--- config.mk ---
export PLATFORM = sky130hd
export DESIGN_NAME = phb_bin_map
export DESIGN_NICKNAME = d
export VERILOG_FILES = /design/src/phb_pkg.sv /design/src/phb_bin_map.sv
export SDC_FILE = /design/constraint.sdc
export NUM_CORES = 1
export LEC_CHECK = 0
export BUFFER_PORTS_ARGS = -buffer_cell sky130_fd_sc_hd__buf_2
export CORE_ASPECT_RATIO = 2
export CORE_MARGIN = 2
export CORE_UTILIZATION = 40
export CTS_CLUSTER_SIZE = 28
export DETAILED_ROUTE_END_ITERATION = 8
export GPL_TIMING_DRIVEN = 0
export HOLD_SLACK_MARGIN = 0.05
export PLACE_DENSITY = 0.67
export SLEW_MARGIN = 10
export SYNTH_ARGS = -nofsm -noshare
export SYNTH_HDL_FRONTEND = slang
export SYNTH_SLANG_ARGS = --single-unit
--- constraint.sdc ---
create_clock -name clk -period 3.74 [get_ports clk]
set_clock_uncertainty 0.1 [all_clocks]
set_input_delay 0.561 -clock clk [delete_from_list [all_inputs] [get_ports clk]]
set_output_delay 0.561 -clock clk [all_outputs]
set_load 0.05 [all_outputs]
--- src/phb_pkg.sv ---
// Shared types and constants for the partitioned histogram unit.
package phb_pkg;

  localparam int CMD_W      = 2;
  localparam int PIX_W      = 32;
  localparam int PART_W     = 2;
  localparam int CIDX_W     = 10;
  localparam int CNT_OUT_W  = 32;
  localparam int CFG_IDX_W  = 1;
  localparam int CFG_DATA_W = 32;
  localparam int SHIFT_W    = 6;

  typedef enum logic [CMD_W-1:0] {
    CMD_BUILD = 2'd0,
    CMD_INDEX = 2'd1,
    CMD_CLEAR = 2'd2,
    CMD_NONE  = 2'd3
  } cmd_t;

  typedef enum logic [CFG_IDX_W-1:0] {
    REG_RANGE_MIN = 1'b0,
    REG_RANGE_MAX = 1'b1
  } cfg_reg_t;

  // item on its way to the counter bank
  typedef struct packed {
    logic              vld;
    cmd_t              cmd;
    logic [CIDX_W-1:0] cidx;
  } item_ctl_t;

  // finished result from the counter bank
  typedef struct packed {
    logic                 vld;
    logic [CIDX_W-1:0]    cidx;
    logic [CNT_OUT_W-1:0] count;
  } result_t;

endpackage

--- src/phb_bin_map.sv ---
// Bin mapping: range compare stage, bin shift and counter address.
module phb_bin_map import phb_pkg::*; #(
  parameter int NUM_HIST = 4,
  parameter int NUM_BINS = 256,
  parameter int AW       = 10
) (
  input  logic                     clk,
  input  logic                     rst_n,
  input  logic                     advance,
  input  logic                     in_fire,
  input  cmd_t                     in_cmd,
  input  logic signed [PIX_W-1:0]  in_pixel,
  input  logic [PART_W-1:0]        in_part,
  input  logic signed [PIX_W-1:0]  range_min,
  input  logic signed [PIX_W-1:0]  range_max,
  output item_ctl_t                rd_ctl,
  output logic [AW-1:0]            rd_slot
);

  localparam int BW    = $clog2(NUM_BINS);
  localparam int LOG2B = $clog2(NUM_BINS + 1) - 1;
  localparam int IDXW  = PART_W + BW;
  localparam logic [PIX_W-1:0] LAST_BIN = PIX_W'(NUM_BINS - 1);

  function automatic logic [SHIFT_W-1:0] ceil_log2(input logic [PIX_W-1:0] v);
    logic [PIX_W-1:0]   m;
    logic [SHIFT_W-1:0] s;
    m = v - PIX_W'(1);
    s = '0;
    for (int i = 0; i < PIX_W; i++) begin
      if (m[i]) s = SHIFT_W'(i + 1);
    end
    return (v > PIX_W'(1)) ? s : '0;
  endfunction

  logic                a_vld_r;
  cmd_t                a_cmd_r;
  logic [PART_W-1:0]   a_part_r;
  logic                a_above_r;
  logic                a_below_r;
  logic [PIX_W-1:0]    a_diff_r;
  logic [PIX_W-1:0]    w_r;
  logic [SHIFT_W-1:0]  sh_r;

  logic signed [PIX_W:0] span;
  logic [PIX_W-1:0]      w_nxt;
  logic [PART_W-1:0]     part_nxt;
  logic [PIX_W-1:0]      shifted;
  logic [BW-1:0]         bin;
  logic [IDXW-1:0]       cidx_wide;

  // bin width and shift follow the range registers, two register steps
  always_comb begin
    span  = (PIX_W+1)'(range_max) - (PIX_W+1)'(range_min);
    w_nxt = span[PIX_W] ? '0 : (span[PIX_W-1:0] >> LOG2B);
  end

  always_ff @(posedge clk) begin
    w_r  <= w_nxt;
    sh_r <= ceil_log2(w_r);
  end

  always_comb begin
    part_nxt = in_part;
    if (32'(in_part) > 32'(NUM_HIST - 1)) part_nxt = PART_W'(NUM_HIST - 1);
  end

  always_ff @(posedge clk) begin
    if (!rst_n) begin
      a_vld_r <= 1'b0;
    end else if (advance) begin
      a_vld_r <= in_fire;
    end
  end

  always_ff @(posedge clk) begin
    if (advance && in_fire) begin
      a_cmd_r   <= in_cmd;
      a_part_r  <= part_nxt;
      a_above_r <= in_pixel > range_max;
      a_below_r <= in_pixel < range_min;
      a_diff_r  <= PIX_W'(in_pixel - range_min);
    end
  end

  always_comb begin
    shifted = a_diff_r >> sh_r;
    if (a_above_r) begin
      bin = BW'(LAST_BIN);
    end else if (a_below_r) begin
      bin = '0;
    end else if (shifted > LAST_BIN) begin
      bin = BW'(LAST_BIN);
    end else begin
      bin = BW'(shifted);
    end
    cidx_wide   = {a_part_r, bin};
    rd_slot     = AW'(32'(a_part_r) * 32'(NUM_BINS) + 32'(bin));
    rd_ctl.vld  = a_vld_r;
    rd_ctl.cmd  = a_cmd_r;
    rd_ctl.cidx = CIDX_W'(cidx_wide);
  end

endmodule

==> results.json <==
{
  "ctsHtreeMaxLevel": 3,
  "use_met1_pct": 20.4,
  "fmax_ghz": 0.235,
  "violations": "setup timing",
  "worstSetupStartpoint": "sh_r[1]$_SDFF_PP0_",
  "period_share_pct": 114,
  "syn_area_per_cell_um2": 8.41,
  "crit_path_cell_trace": "buf_8, buf_12, mux4_2, mux2i_2, nand4_1, o31a_1, or4b_4, a221oi_4, buf_12, a31oi_2, buf_4, buf_6",
  "holdPathStages": 1,
  "ys_seq_area_share_pct": 21.0,
  "routed_wl_um": 25200,
  "status": "finished, violations left",
  "grtUsageMet3_pct": 2.00,
  "port_buffers": 126,
  "initial_utilization_pct": 40.3,
  "wire_per_inst_um": 17.4,
  "overflow": 0,
  "coreArea_um2": 20800,
  "power_density_nw_per_um2": 502,
  "hpwlAfterDp_um": 20700,
  "fin_nets": 1373,
  "dieWidth_um": 106,
  "drv_slew": 0,
  "stdcell_count": 1444,
  "syn_to_final_growth_pct": 20.4,
  "grt_max_degree": 40,
  "antenna-diode-count": 0,
  "numCtsBuffers": 9,
  "cap_violations": 0,
  "worst_ep_required_time_ps": 3080,
  "synth_edf_count": 38,
  "grt_pass1_wl_um": 39000,
  "crit_path_end_kind": "output port",
  "min-delay-start": "in_cmd[1]",
  "clockBufferDepth": 2,
  "ctsHoldBuffers": 0,
  "async_flop_share_pct": 0,
  "drive_gt1_share_pct": 21.6,
  "dp_cells": 1393,
  "cp.depth": 12,
  "crit_path_top_delay_cell": "mux4_2",
  "period_needed_ps": 4250,
  "hold_violations": 0,
  "layout_commonest_cell": "buf_2",
  "cts_tree": "done",
  "clk_pin_slew_ps": 60,
  "avgViaCountPerCell": 5.76,
  "synthCells": 998,
  "use_met2_pct": 44.1,
  "slew_headroom_pct": 25.8,
  "crit_path_start_kind": "register",
  "fin_ws_ps": -508,
  "synth_flop_cell": "edfxtp_1",
  "cp_top_family": "multiplexers",
  "crit_buf_inv": 5,
  "cts_sinks": 69,
  "ios": 127,
  "globalplace.congestion": 0.927,
  "mappedNetlistArea_um2": 8390,
  "synth_nets": 1201,
  "final_cell_mix": "buf_2 (113), ha_1 (98), inv_1 (84), nand2_1 (77), a21oi_1 (68)",
  "worstHoldPathType": "in -> reg",
  "drtPass1Iterations": 5,
  "ant_nets": 0,
  "clock_latency_ps": 330,
  "vdd_ir_drop_max_uv": 317,
  "synth-seq-cells": 69,
  "top_usage_layer": "met2",
  "antenna_found_initial": 0,
  "rsz0062_at_grt": "yes",
  "r2r_start": "w_r[0]$_SDFF_PP0_",
  "die_h_um": 209,
  "critical_path_class": "reg -> out",
  "finalSetupViolCount": 16,
  "tightest_slew_ps": 1100,
  "die-area_um2": 22200,
  "cp.arrival_ps": 3590,
  "ys_warn_count": 0,
  "r2r_cells": 12,
  "drc": 0,
  "grt_pass1_vias": 8130,
  "slowest_delay_ps": 550,
  "route.vias.total": 8318,
  "cts_root_buf": "clkbuf_16",
  "cp_max_fo": 8,
  "drt_iter0_markers": 490,
  "grt_use_total_pct": 22.0,
  "fillers": 2046,
  "rows": 75,
  "ys_types": 75,
  "path_common_cell": "buf_12",
  "pre_cts_ws_ps": -476,
  "p_leak_nw": 4.58
}
[state kept, by name, summed over array words and instances (netlist names)]
register   count
a_part_r       2
a_vld_r        1
a_diff_r      32
a_above_r      1
sh_r           6
w_r           24
a_below_r      1
a_cmd_r        2
[final cells by class]
class / instances / area, µm² / share of cell area, %
Multi-Input combinational cell: 803 / 6070 / 60.1
Sequential cell: 69 / 1760 / 17.5
Timing Repair Buffer: 161 / 987 / 9.77
Tap cell: 269 / 337 / 3.33
Buffer: 42 / 330 / 3.27
Inverter: 84 / 315 / 3.12
Clock buffer: 9 / 225 / 2.23
Clock inverter: 7 / 73.8 / 0.731
[where the power goes]
part	total [mW]	internal (mW)	leakage [nW]	switching [mW]
registers	1.07	0.943	0.617	0.123
logic	3.16	1.46	3.82	1.70
clock network	0.845	0.518	0.136	0.327
total	5.07	2.92	4.58	2.15
[Yosys cell counts, drive strengths merged, types with 24 or more instances]
master / instances / area, µm²
dfxtp: 31 / 621
nor3: 45 / 230
nor2: 67 / 251
xnor2: 30 / 263
o21a: 24 / 180
nand2: 77 / 289
mux2i: 35 / 350
a21oi: 69 / 345
a21o: 32 / 240
edfxtp: 38 / 1140
inv: 84 / 315
ha: 98 / 1230
o21ai: 49 / 245
[through the flow]
stage / total power [mW] / hold WS [ps] / utilization, % / area (µm²) / setup TNS [ps]
floorplan: 3.04 / 445 / - / 8400 / -1010
finish: 5.07 / 303 / 48.5 / 10100 / -7200
detailed placement: 3.66 / 460 / 45.0 / 9370 / -10970
global placement: 3.63 / 460 / 45.0 / 9370 / -10410
CTS: 4.84 / 294 / 47.9 / 9980 / -5180
global route: 5.34 / 290 / 48.5 / 10100 / -8590
[per-layer routing]
layer	share of wire [%]	up-vias
met4	6.3	0
met2	56	292
met5	0	-
met3	3.2	85
li1	-	4066
met1	34	3875
[path summary, 6_finish.rpt]
check	end	slack, ps
setup / recovery	rd_slot[5]	-510
setup reg to reg	sh_r[0]$_SDFF_PP0_	440
hold reg to reg	a_vld_r$_SDFFE_PN0P_	480
hold / removal	a_cmd_r[1]$_DFFE_PP_	300
[cell families after synthesis]
kind of cell             count (synthesis)  synth area share (%)
buffers and inverters                  126                  7.50
flip-flops                              69                  21.0
XOR/XNOR                                44                  4.59
adder cells (fa/ha/maj)                 99                  14.9
multiplexers                            61                  10.8
AND/OR/NAND/NOR                        317                  19.0
AO/OA/AOI/OAI                          282                  22.3
[what timing repair did]
item                                    4_1_cts  5_1_grt
gates resized for setup                      34       22
pin swaps                                     1        3
endpoints found under the setup margin       35       23
buffers inserted                             27        8
cloned                                        0        0
Power figures use the tool's default switching activity.
